File: config.mk
export PLATFORM = sky130hd
export DESIGN_NAME = kmp_stream_matcher
export DESIGN_NICKNAME = d
export VERILOG_FILES = /design/src/hdl/kmp_pkg.sv /design/src/hdl/kmp_stream_matcher.sv /design/src/hdl/kmp_ctrl.sv /design/src/hdl/kmp_dp.sv
export SDC_FILE = /design/constraint.sdc
export NUM_CORES = 1
export LEC_CHECK = 0
export BUFFER_PORTS_ARGS = -buffer_cell sky130_fd_sc_hd__buf_4
export CAP_MARGIN = 10
export CORE_ASPECT_RATIO = 1.5
export CORE_MARGIN = 2
export CORE_UTILIZATION = 50
export CTS_CLUSTER_DIAMETER = 30
export CTS_CLUSTER_SIZE = 20
export DETAILED_ROUTE_END_ITERATION = 10
export PLACE_DENSITY = 0.76
export SLEW_MARGIN = 10
export SYNTH_ARGS = -nofsm -noshare
export SYNTH_HDL_FRONTEND = slang
export SYNTH_SLANG_ARGS = --single-unit
File: constraint.sdc
create_clock -name clk -period 9.71 [get_ports clk]
set_input_delay 0.971 -clock clk [delete_from_list [all_inputs] [get_ports clk]]
set_output_delay 0.971 -clock clk [all_outputs]
set_load 0.03 [all_outputs]
File: src/hdl/kmp_pkg.sv
package kmp_pkg;

  localparam int MAX_PATTERN   = 32;
  localparam int POSITION_BITS = 32;

  localparam int LEN_W = $clog2(MAX_PATTERN + 1);
  localparam int IDX_W = (MAX_PATTERN > 1) ? $clog2(MAX_PATTERN) : 1;

  localparam logic [1:0] KIND_PATTERN = 2'd0;
  localparam logic [1:0] KIND_TEXT    = 2'd1;
  localparam logic [1:0] KIND_CLEAR   = 2'd2;

  typedef struct packed {
    logic [1:0] kind;
    logic [7:0] symbol;
  } in_t;

  typedef struct packed {
    logic        matched;
    logic [31:0] match_start;
    logic        pattern_overflow;
  } out_t;

  typedef struct packed {
    logic capture;
    logic decide;
    logic rd;
    logic cmp;
    logic fb_rd;
    logic fb_use;
    logic out_load;
  } cmd_t;

  typedef struct packed {
    logic walk;
    logic retry;
    logic fallback;
  } sts_t;

endpackage

File: src/hdl/kmp_stream_matcher.sv
// Knuth-Morris-Pratt matcher over a byte stream.
// Each request on the input channel carries a kind and a byte. A pattern byte
// is appended to the pattern store and its failure entry is built on the fly;
// a text byte advances the match along failure links; a clear request empties
// the pattern and resets the match length and text position.
// Every request gives exactly one result on the output channel: a match flag
// with the text position of the occurrence's first byte, or the overflow flag
// when a pattern byte finds the store full.
// Without a table lookup an accepted request passes through the decide and done
// states, and its result is then loaded into the output register. Each compare
// against the pattern adds a read state (one registered read of the pattern and
// failure memories) and a compare state: one compare for the current length and
// one more for every step along the failure links. A full match adds the fallback
// read and fallback use states to fetch the fallback link. Failure walks amortise
// to about two lookups per byte. The block works on one request at a time and
// takes the next request while the previous result still waits in the output register.
// After reset the pattern is empty and the text position is zero; no clearing
// pass is needed. While the receiver stalls, the result holds steady; a
// finished request then waits until the output register is free.
module kmp_stream_matcher import kmp_pkg::*; (
  input  logic clk,
  input  logic rst_n,
  input  logic in_valid,
  output logic in_stall,
  input  in_t  in_data,
  output logic out_valid,
  input  logic out_stall,
  output out_t out_data
);

  cmd_t cmd;
  sts_t st;

  kmp_ctrl u_ctrl (
    .clk       (clk),
    .rst_n     (rst_n),
    .in_valid  (in_valid),
    .in_stall  (in_stall),
    .out_valid (out_valid),
    .out_stall (out_stall),
    .st        (st),
    .cmd       (cmd)
  );

  kmp_dp u_dp (
    .clk      (clk),
    .rst_n    (rst_n),
    .in_data  (in_data),
    .cmd      (cmd),
    .st       (st),
    .out_data (out_data)
  );

endmodule

File: src/hdl/kmp_ctrl.sv
module kmp_ctrl import kmp_pkg::*; (
  input  logic clk,
  input  logic rst_n,
  input  logic in_valid,
  output logic in_stall,
  output logic out_valid,
  input  logic out_stall,
  input  sts_t st,
  output cmd_t cmd
);

  localparam logic [2:0] S_IDLE   = 3'd0;
  localparam logic [2:0] S_DECIDE = 3'd1;
  localparam logic [2:0] S_RD     = 3'd2;
  localparam logic [2:0] S_CMP    = 3'd3;
  localparam logic [2:0] S_FBRD   = 3'd4;
  localparam logic [2:0] S_FBUSE  = 3'd5;
  localparam logic [2:0] S_DONE   = 3'd6;

  logic [2:0] state_r, state_nxt;
  logic       out_valid_r, out_valid_nxt;

  assign in_stall  = (state_r != S_IDLE);
  assign out_valid = out_valid_r;

  always_comb begin
    state_nxt     = state_r;
    out_valid_nxt = out_valid_r && out_stall;
    cmd           = '0;
    case (state_r)
      S_IDLE: begin
        if (in_valid) begin
          cmd.capture = 1'b1;
          state_nxt   = S_DECIDE;
        end
      end
      S_DECIDE: begin
        cmd.decide = 1'b1;
        state_nxt  = st.walk ? S_RD : S_DONE;
      end
      S_RD: begin
        cmd.rd    = 1'b1;
        state_nxt = S_CMP;
      end
      S_CMP: begin
        cmd.cmp = 1'b1;
        if (st.retry) begin
          state_nxt = S_RD;
        end else if (st.fallback) begin
          state_nxt = S_FBRD;
        end else begin
          state_nxt = S_DONE;
        end
      end
      S_FBRD: begin
        cmd.fb_rd = 1'b1;
        state_nxt = S_FBUSE;
      end
      S_FBUSE: begin
        cmd.fb_use = 1'b1;
        state_nxt  = S_DONE;
      end
      S_DONE: begin
        if (!out_valid_r || !out_stall) begin
          cmd.out_load  = 1'b1;
          out_valid_nxt = 1'b1;
          state_nxt     = S_IDLE;
        end
      end
      default: begin
        state_nxt = S_IDLE;
      end
    endcase
  end

  always_ff @(posedge clk) begin
    if (!rst_n) begin
      state_r     <= S_IDLE;
      out_valid_r <= 1'b0;
    end else begin
      state_r     <= state_nxt;
      out_valid_r <= out_valid_nxt;
    end
  end

endmodule

File: src/hdl/kmp_dp.sv
module kmp_dp import kmp_pkg::*; (
  input  logic clk,
  input  logic rst_n,
  input  in_t  in_data,
  input  cmd_t cmd,
  output sts_t st,
  output out_t out_data
);

  logic [7:0]               pat_mem [MAX_PATTERN];
  logic [LEN_W-1:0]         fail_mem [MAX_PATTERN];

  logic [1:0]               kind_r;
  logic [7:0]               sym_r;
  logic [LEN_W-1:0]         cur_r;
  logic [LEN_W-1:0]         plen_r;
  logic [LEN_W-1:0]         bplen_r;
  logic [LEN_W-1:0]         mlen_r;
  logic [POSITION_BITS-1:0] pos_r;
  logic [7:0]               pat_q_r;
  logic [LEN_W-1:0]         fail_q_r;
  logic                     res_matched_r;
  logic [POSITION_BITS-1:0] res_start_r;
  logic                     res_ovf_r;
  out_t                     out_r;

  logic                     full;
  logic                     hit;
  logic [LEN_W-1:0]         adv;
  logic [LEN_W-1:0]         cur_m1;
  logic [LEN_W-1:0]         plen_m1;
  logic [LEN_W-1:0]         fail_addr;
  logic                     wr_en;
  logic [LEN_W-1:0]         wr_fail;

  assign full    = (plen_r == LEN_W'(MAX_PATTERN));
  assign hit     = (sym_r == pat_q_r);
  assign adv     = cur_r + LEN_W'(hit);
  assign cur_m1  = cur_r - LEN_W'(1);
  assign plen_m1 = plen_r - LEN_W'(1);

  assign fail_addr = cmd.fb_rd ? plen_m1 : cur_m1;

  assign st.walk     = ((kind_r == KIND_PATTERN) && !full && (plen_r != '0)) ||
                       ((kind_r == KIND_TEXT) && (plen_r != '0));
  assign st.retry    = (cur_r != '0) && !hit;
  assign st.fallback = (kind_r == KIND_TEXT) && (adv == plen_r);

  always_comb begin
    wr_en   = 1'b0;
    wr_fail = '0;
    if (cmd.decide && (kind_r == KIND_PATTERN) && !full && (plen_r == '0)) begin
      wr_en = 1'b1;
    end
    if (cmd.cmp && !st.retry && (kind_r == KIND_PATTERN)) begin
      wr_en   = 1'b1;
      wr_fail = adv;
    end
  end

  always_ff @(posedge clk) begin
    if (wr_en) begin
      pat_mem[plen_r[IDX_W-1:0]]  <= sym_r;
      fail_mem[plen_r[IDX_W-1:0]] <= wr_fail;
    end
    if (cmd.rd) begin
      pat_q_r <= pat_mem[cur_r[IDX_W-1:0]];
    end
    if (cmd.rd || cmd.fb_rd) begin
      fail_q_r <= fail_mem[fail_addr[IDX_W-1:0]];
    end
  end

  always_ff @(posedge clk) begin
    if (cmd.capture) begin
      kind_r <= in_data.kind;
      sym_r  <= in_data.symbol;
    end
    if (cmd.decide) begin
      res_matched_r <= 1'b0;
      res_start_r   <= '0;
      res_ovf_r     <= (kind_r == KIND_PATTERN) && full;
      if (kind_r == KIND_TEXT) begin
        cur_r <= (mlen_r >= plen_r) ? '0 : mlen_r;
      end else begin
        cur_r <= bplen_r;
      end
    end
    if (cmd.cmp && st.retry) begin
      cur_r <= fail_q_r;
    end
    if (cmd.cmp && !st.retry && (kind_r == KIND_TEXT) && st.fallback) begin
      res_matched_r <= 1'b1;
      res_start_r   <= pos_r - POSITION_BITS'(plen_m1);
    end
    if (cmd.out_load) begin
      out_r.matched          <= res_matched_r;
      out_r.match_start      <= 32'(res_start_r);
      out_r.pattern_overflow <= res_ovf_r;
    end
  end

  always_ff @(posedge clk) begin
    if (!rst_n) begin
      plen_r  <= '0;
      bplen_r <= '0;
      mlen_r  <= '0;
      pos_r   <= '0;
    end else begin
      if (cmd.decide) begin
        if (kind_r == KIND_CLEAR) begin
          plen_r  <= '0;
          bplen_r <= '0;
          mlen_r  <= '0;
          pos_r   <= '0;
        end else if ((kind_r == KIND_PATTERN) && !full && (plen_r == '0)) begin
          plen_r  <= LEN_W'(1);
          bplen_r <= '0;
        end else if ((kind_r == KIND_TEXT) && (plen_r == '0)) begin
          pos_r <= pos_r + POSITION_BITS'(1);
        end
      end
      if (cmd.cmp && !st.retry) begin
        if (kind_r == KIND_PATTERN) begin
          bplen_r <= adv;
          plen_r  <= plen_r + LEN_W'(1);
        end else begin
          mlen_r <= adv;
          pos_r  <= pos_r + POSITION_BITS'(1);
        end
      end
      if (cmd.fb_use) begin
        mlen_r <= fail_q_r;
      end
    end
  end

  assign out_data = out_r;

endmodule

# Word-level counts from Yosys, hierarchy flattened
# Memories as Yosys holds them, arrays and structs flattened. A register that Yosys moved wholly into a read port is not among the register bits.
# Index checks and enable logic that the tools add are counted.
op_classes:
  n_lt_le_gt_ge: 1
  n_addsub: 6
  reduce_logical: 34
  n_mux: 50
  n_eq_ne: 13
ops:
  columns: ["op", "count"]
  rows:
  - ["$mux W32", 8]
  - ["$mux W6", 20]
  - ["$add A32 B1 Y32 const B", 1]
  - ["$sub A32 B6 Y32", 1]
  - ["$pmux W3 S7", 1]
  - ["$logic_and A1 B1 Y1", 17]
  - ["$mux W1", 15]
  - ["$mux W3", 4]
  - ["$reduce_bool A6 Y1", 2]
  - ["$eq A3 B3 Y1 const B", 3]
  - ["$eq A8 B8 Y1", 1]
  - ["$add A6 B1 Y6", 1]
  - ["$add A6 B1 Y6 const B", 1]
  - ["$eq A3 B2 Y1 const B", 2]
  - ["$eq A6 B6 Y1", 1]
  - ["$eq A6 B6 Y1 const B", 1]
  - ["$ge A6 B6 Y1", 1]
  - ["$logic_not A6 Y1", 1]
  - ["$sub A6 B1 Y6 const B", 1]
  - ["$logic_not A1 Y1", 5]
  - ["$mux W5", 1]
  - ["$sub A5 B1 Y5 const B", 1]
  - ["$reduce_bool A2 Y1", 2]
  - ["$eq A3 B1 Y1 const B", 1]
  - ["10 further kinds", 12]
totals:
  mem_bits_rw: 448
  ff_bits: 138
  memories: 2
  in_bits: 14
  elab_cells: 121
  output_inout_bits: 36
memory_table:
  columns: ["name", "depth", "width", "read_ports", "rd_clocked_by_memory_dff", "wr", "line", "rtl"]
  rows:
  - ["u_dp.pat_mem", 32, 8, 1, 1, 1, "kmp_dp.sv:10", "logic [7:0] pat_mem [MAX_PATTERN];"]
  - ["u_dp.fail_mem", 32, 6, 1, 1, 1, "kmp_dp.sv:11", "logic [LEN_W-1:0] fail_mem [MAX_PATTERN];"]

# Logic depth before layout (Yosys ltp)
logic_depth:
  depth_word: 9
  depth_mapped: 13
  ltp_nobuf: 11

# By module
# Synthesis repeated with hierarchy kept, for this count alone.
unflattened:
  cells_unflattened: 1995
  hier_area_um2: 27266.2
by_module_without_submodules:
  columns: ["module", "seq_area_each_um2", "instances", "area_each_um2", "cells_per_inst"]
  rows:
  - ["kmp_dp", 17386.7, 1, 26993.4, 1962]
  - ["kmp_ctrl", 80.1, 1, 272.8, 33]

# Worst setup path before layout
# Ideal clock, no wire load.
synth_timing:
  path_kind: "register to register"
  from: "register u_dp.sym_r[7]"
  to: "register u_dp.res_start_r[0], enable pin"
  setup_slack_ps: 5769
  required_ps: 9321
  synth_period_minus_slack_ps: 3941
  setup_ps: 389
  t_arrival_ps: 3551
  n_path_buf: 1
  path_stages_with_launch: 13
  path_cell_list: "edfxtp_1 > xor2_1 > nor4_1 > and2_1 > ha_1 > ha_1 > nand3_1 > xor2_1 > xnor2_1 > and4_1 > nand2_1 > buf_2 > nand2_1"
synth_via:
  elab_chain_cells: 8
  elab_cells_between_ends: 11
  classes_between: "add/sub: 1; eq/ne: 2; reduce/logical: 8"
synth_rtl:
  columns: ["item", "line", "rtl"]
  rows:
  - ["start: declaration", "kmp_dp.sv:14", "logic [7:0] sym_r;"]
  - ["start signal: assignment", "kmp_dp.sv:77", "sym_r <= in_data.symbol;"]
  - ["$eq A8 B8 Y1 (*)", "kmp_dp.sv:37", "assign hit = (sym_r == pat_q_r);"]
  - ["branches (longest 5 deep; another with $add A6 B1 Y6)", null, null]
  - ["$logic_and A1 B1 Y1 (*)", "kmp_dp.sv:92", "if (cmd.cmp && !st.retry && (kind_r == KIND_TEXT) && st.fallback) begin"]
  - ["$reduce_bool A2 Y1 (no source line) (*)", null, null]
  - ["end signal: assignment", "kmp_dp.sv:94", "res_start_r <= pos_r - POSITION_BITS'(plen_m1);"]
  - ["end: declaration", "kmp_dp.sv:23", "logic [POSITION_BITS-1:0] res_start_r;"]
# Every way passes the cells marked *.
# A chain may end at the register's enable or synchronous reset.

# Final worst setup path
layout_timing:
  from: "register u_dp.sym_r[5]"
  to: "register u_dp.res_start_r[2], enable pin"
# The elaborated chain is that of the path after synthesis.

==> out/results.ini <==
[global_routing]
grt_pass1_wl_um=99470
groute.usage.overall_pct=25.19
antenna_found_initial=1
gr-total-overflow=0
grt_max_degree=61
grt_pass1_vias=16730

[finish]
drive_above_1_share_pct=17.19
finish.net_count=1904
nFillCells=3769
multi_input_comb_area_sq_um=7373
area_growth_pct=16.37
final_cells=2612
regArea_sq_um=17470
diodes=0
final_area_sq_um=29740

[cts]
clkTransAtPathRegs_ns=0.06
cts_tree=done
cts_root_buf=clkbuf_16
cts_max_level=3
cts_made_buffers=87
cts.sinks=600
cts_resized=0
max-clock-path-buffers=3
cts_setup_buffers=0
worst_skew_pair.late_latency_ns=0.64
hold_buffers=0

[setup_path]
cp.required_ns=9.95
critical_path.top_delay_family=simple AND/OR/NAND/NOR gates
crit_type=reg2reg
cp_slowest_cell=edfxtp_1
crit_chain=xor2_1, nor4_1, and2_1, ha_1, ha_1, nand3_1, xor2_1, xnor2_1, and4_1, nand2_1, nand2_2
crit_fanout=33
cp-end-kind=register
path_buf_inv=0
worstSetupStartpointType=register
ff2ff_setup_slack_ns=4.25
crit_path_max_incr_delay_ns=1.14
crit_arrival_ns=5.69

[sta]
fin_hold_ws_ns=0.3968
rsz0062_at_grt=no
finalCritPeriodShare_pct=56.18
clock.fmax_ghz=0.1833
final-hold-violation-count=0
clock-skew-final_ns=0.02956
maxSlewViolCount=0
finalSetupTns_ns=0
fin_ws_ns=4.255
setup_viol=0
final.min_clock_period_ns=5.455
tightest_slew_ns=1.268
max_slew_margin_pct=15.44

[route]
via_count=16480
post_drt_wl_per_cell_um=25.20
drc=0
via_per_inst=6.309
antenna_left=0
drtIter0Drc=1814
dr.pass1.iters=6
wl_um=65820

[yosys]
synth.largest_area_cell=edfxtp_1
synthCells=1798
async_flop_share_pct=0
synth_cell_type_count=72
synth-edff-count=545
synth_nets=1834
synth_flop_cell=edfxtp_1
ys_ff_latch=600
syn_avg_cell_area_sq_um=14.21
yosys_warnings=0
synth_commonest_cells=545 x edfxtp_1, 139 x nand2_1, 107 x mux2i_1
synth_area_sq_um=25560
ys_seq_area_share_pct=68.34
yosysMostFrequentCell=edfxtp_1
synth.top_cell.area_share_pct=64.03
synthTopCellsByArea=edfxtp_1 64%, dfxtp_1 4.3%, mux2i_1 4.2%

[placement]
hpwl_um=41980
place_ws_ns=3.986
dpl_cell_area_sq_um=26680
dp_cells=2448
numPortBuffers=49
place_congestion=0.9422

[pwr]
p_per_area_nw_per_um2=230.6
leakage_nw=10.30
irDropWorstVdd_v=0.0002194

[floorplanning]
rows=101
die_y_um=280.9
core_area_sq_um=50550
die_area_sq_um=52980
die_x_um=188.6
start_util_pct=50.56
ios=50

[hold_path]
min_path_type=reg2reg

[job]
timing.max_cap.violations=0

[outcome]
status=complete, no violations

## metrics by stage
| stage | utilization (%) | power, mW |
|---|---|---|
| floorplan | - | 3.462 |
| global placement | 52.77 | 3.664 |
| detailed placement | 52.78 | 3.678 |
| CTS | 58.83 | 6.881 |
| global route | 58.84 | 7.047 |
| finish | 58.84 | 6.858 |
## power by group
part           switching [mW]  internal [mW]  leakage, nW
Sequential             0.0468           2.88         5.20
Combinational           0.489          0.229         3.62
Clock                    1.26           1.95         1.48
## registers in the layout (all words and copies together) (netlist names), 2 cells and up
name              cells
u_ctrl.state_r        3
u_dp.plen_r           6
u_dp.pat_q_r          8
u_dp.res_start_r     32
u_dp.kind_r           2
u_dp.pat_mem        256
u_dp.fail_q_r         6
u_dp.pos_r           32
u_dp.fail_mem       192
u_dp.bplen_r          6
u_dp.mlen_r           6
u_dp.out_data        34
u_dp.sym_r            8
u_dp.cur_r            6
## kinds of logic (layout without fill, tap and decap cells)
logic type | count (synthesis) | after routing | share of synthesized area (%)
multiplexers | 141 | 141 | 7.157
AND/OR/NAND/NOR | 429 | 429 | 8.469
flip-flops | 600 | 600 | 68.34
AO/OA/AOI/OAI | 388 | 388 | 10.62
XOR/XNOR | 31 | 31 | 1.116
adder cells (fa/ha/maj) | 22 | 22 | 1.106
buffers and inverters | 187 | 332 | 3.192
## per-layer routing
metal / GRT usage, % / vias up / wire [um]
li1: - / 7234 / -
met1: 26.51 / 8088 / 22040
met2: 45.76 / 896 / 34770
met3: 4.083 / 259 / 4328
met4: 17.65 / 2 / 4661
met5: 0 / - / 18
## worst paths after layout
check	startpoint	endpoint	cells after the start
setup reg to reg	u_dp.sym_r[5]	u_dp.res_start_r[2]	11
hold reg to reg	u_dp.res_start_r[5]	u_dp.out_data[6]	0
hold / removal	u_dp.res_start_r[5]	u_dp.out_data[6]	0
setup / recovery	u_dp.sym_r[5]	u_dp.res_start_r[2]	11
## area by class of cell
| class | instances | area share [%] |
|---|---|---|
| clock buffers | 91 | 7.514 |
| flip-flops and latches | 600 | 58.73 |
| repair buffers | 101 | 2.549 |
| clock inverters | 73 | 2.756 |
| well taps | 669 | 2.814 |
| inverters | 67 | 0.8456 |
| multi-input cells | 1011 | 24.79 |
## worst reg2reg max path, delay by kind of cell (launching register included)
family / cells / cell delay, ns
xor gates and xnor gates: 3 / 0.85
and+or+nand+nor: 6 / 2.71
DFF: 1 / 1.14
adders and majority gates: 2 / 0.37
## layout by cell type, fill, tap and decap left out, types with 61 or more instances in the layout
cell type and count:
nor2_1 67, clkbuf_16 89, buf_4 101, a21oi_1 73
edfxtp_1 545, inv_1 64, nand2_1 138, nand3_1 61
mux2i_1 106, a211oi_1 90
(Power assumes the default switching activity.)
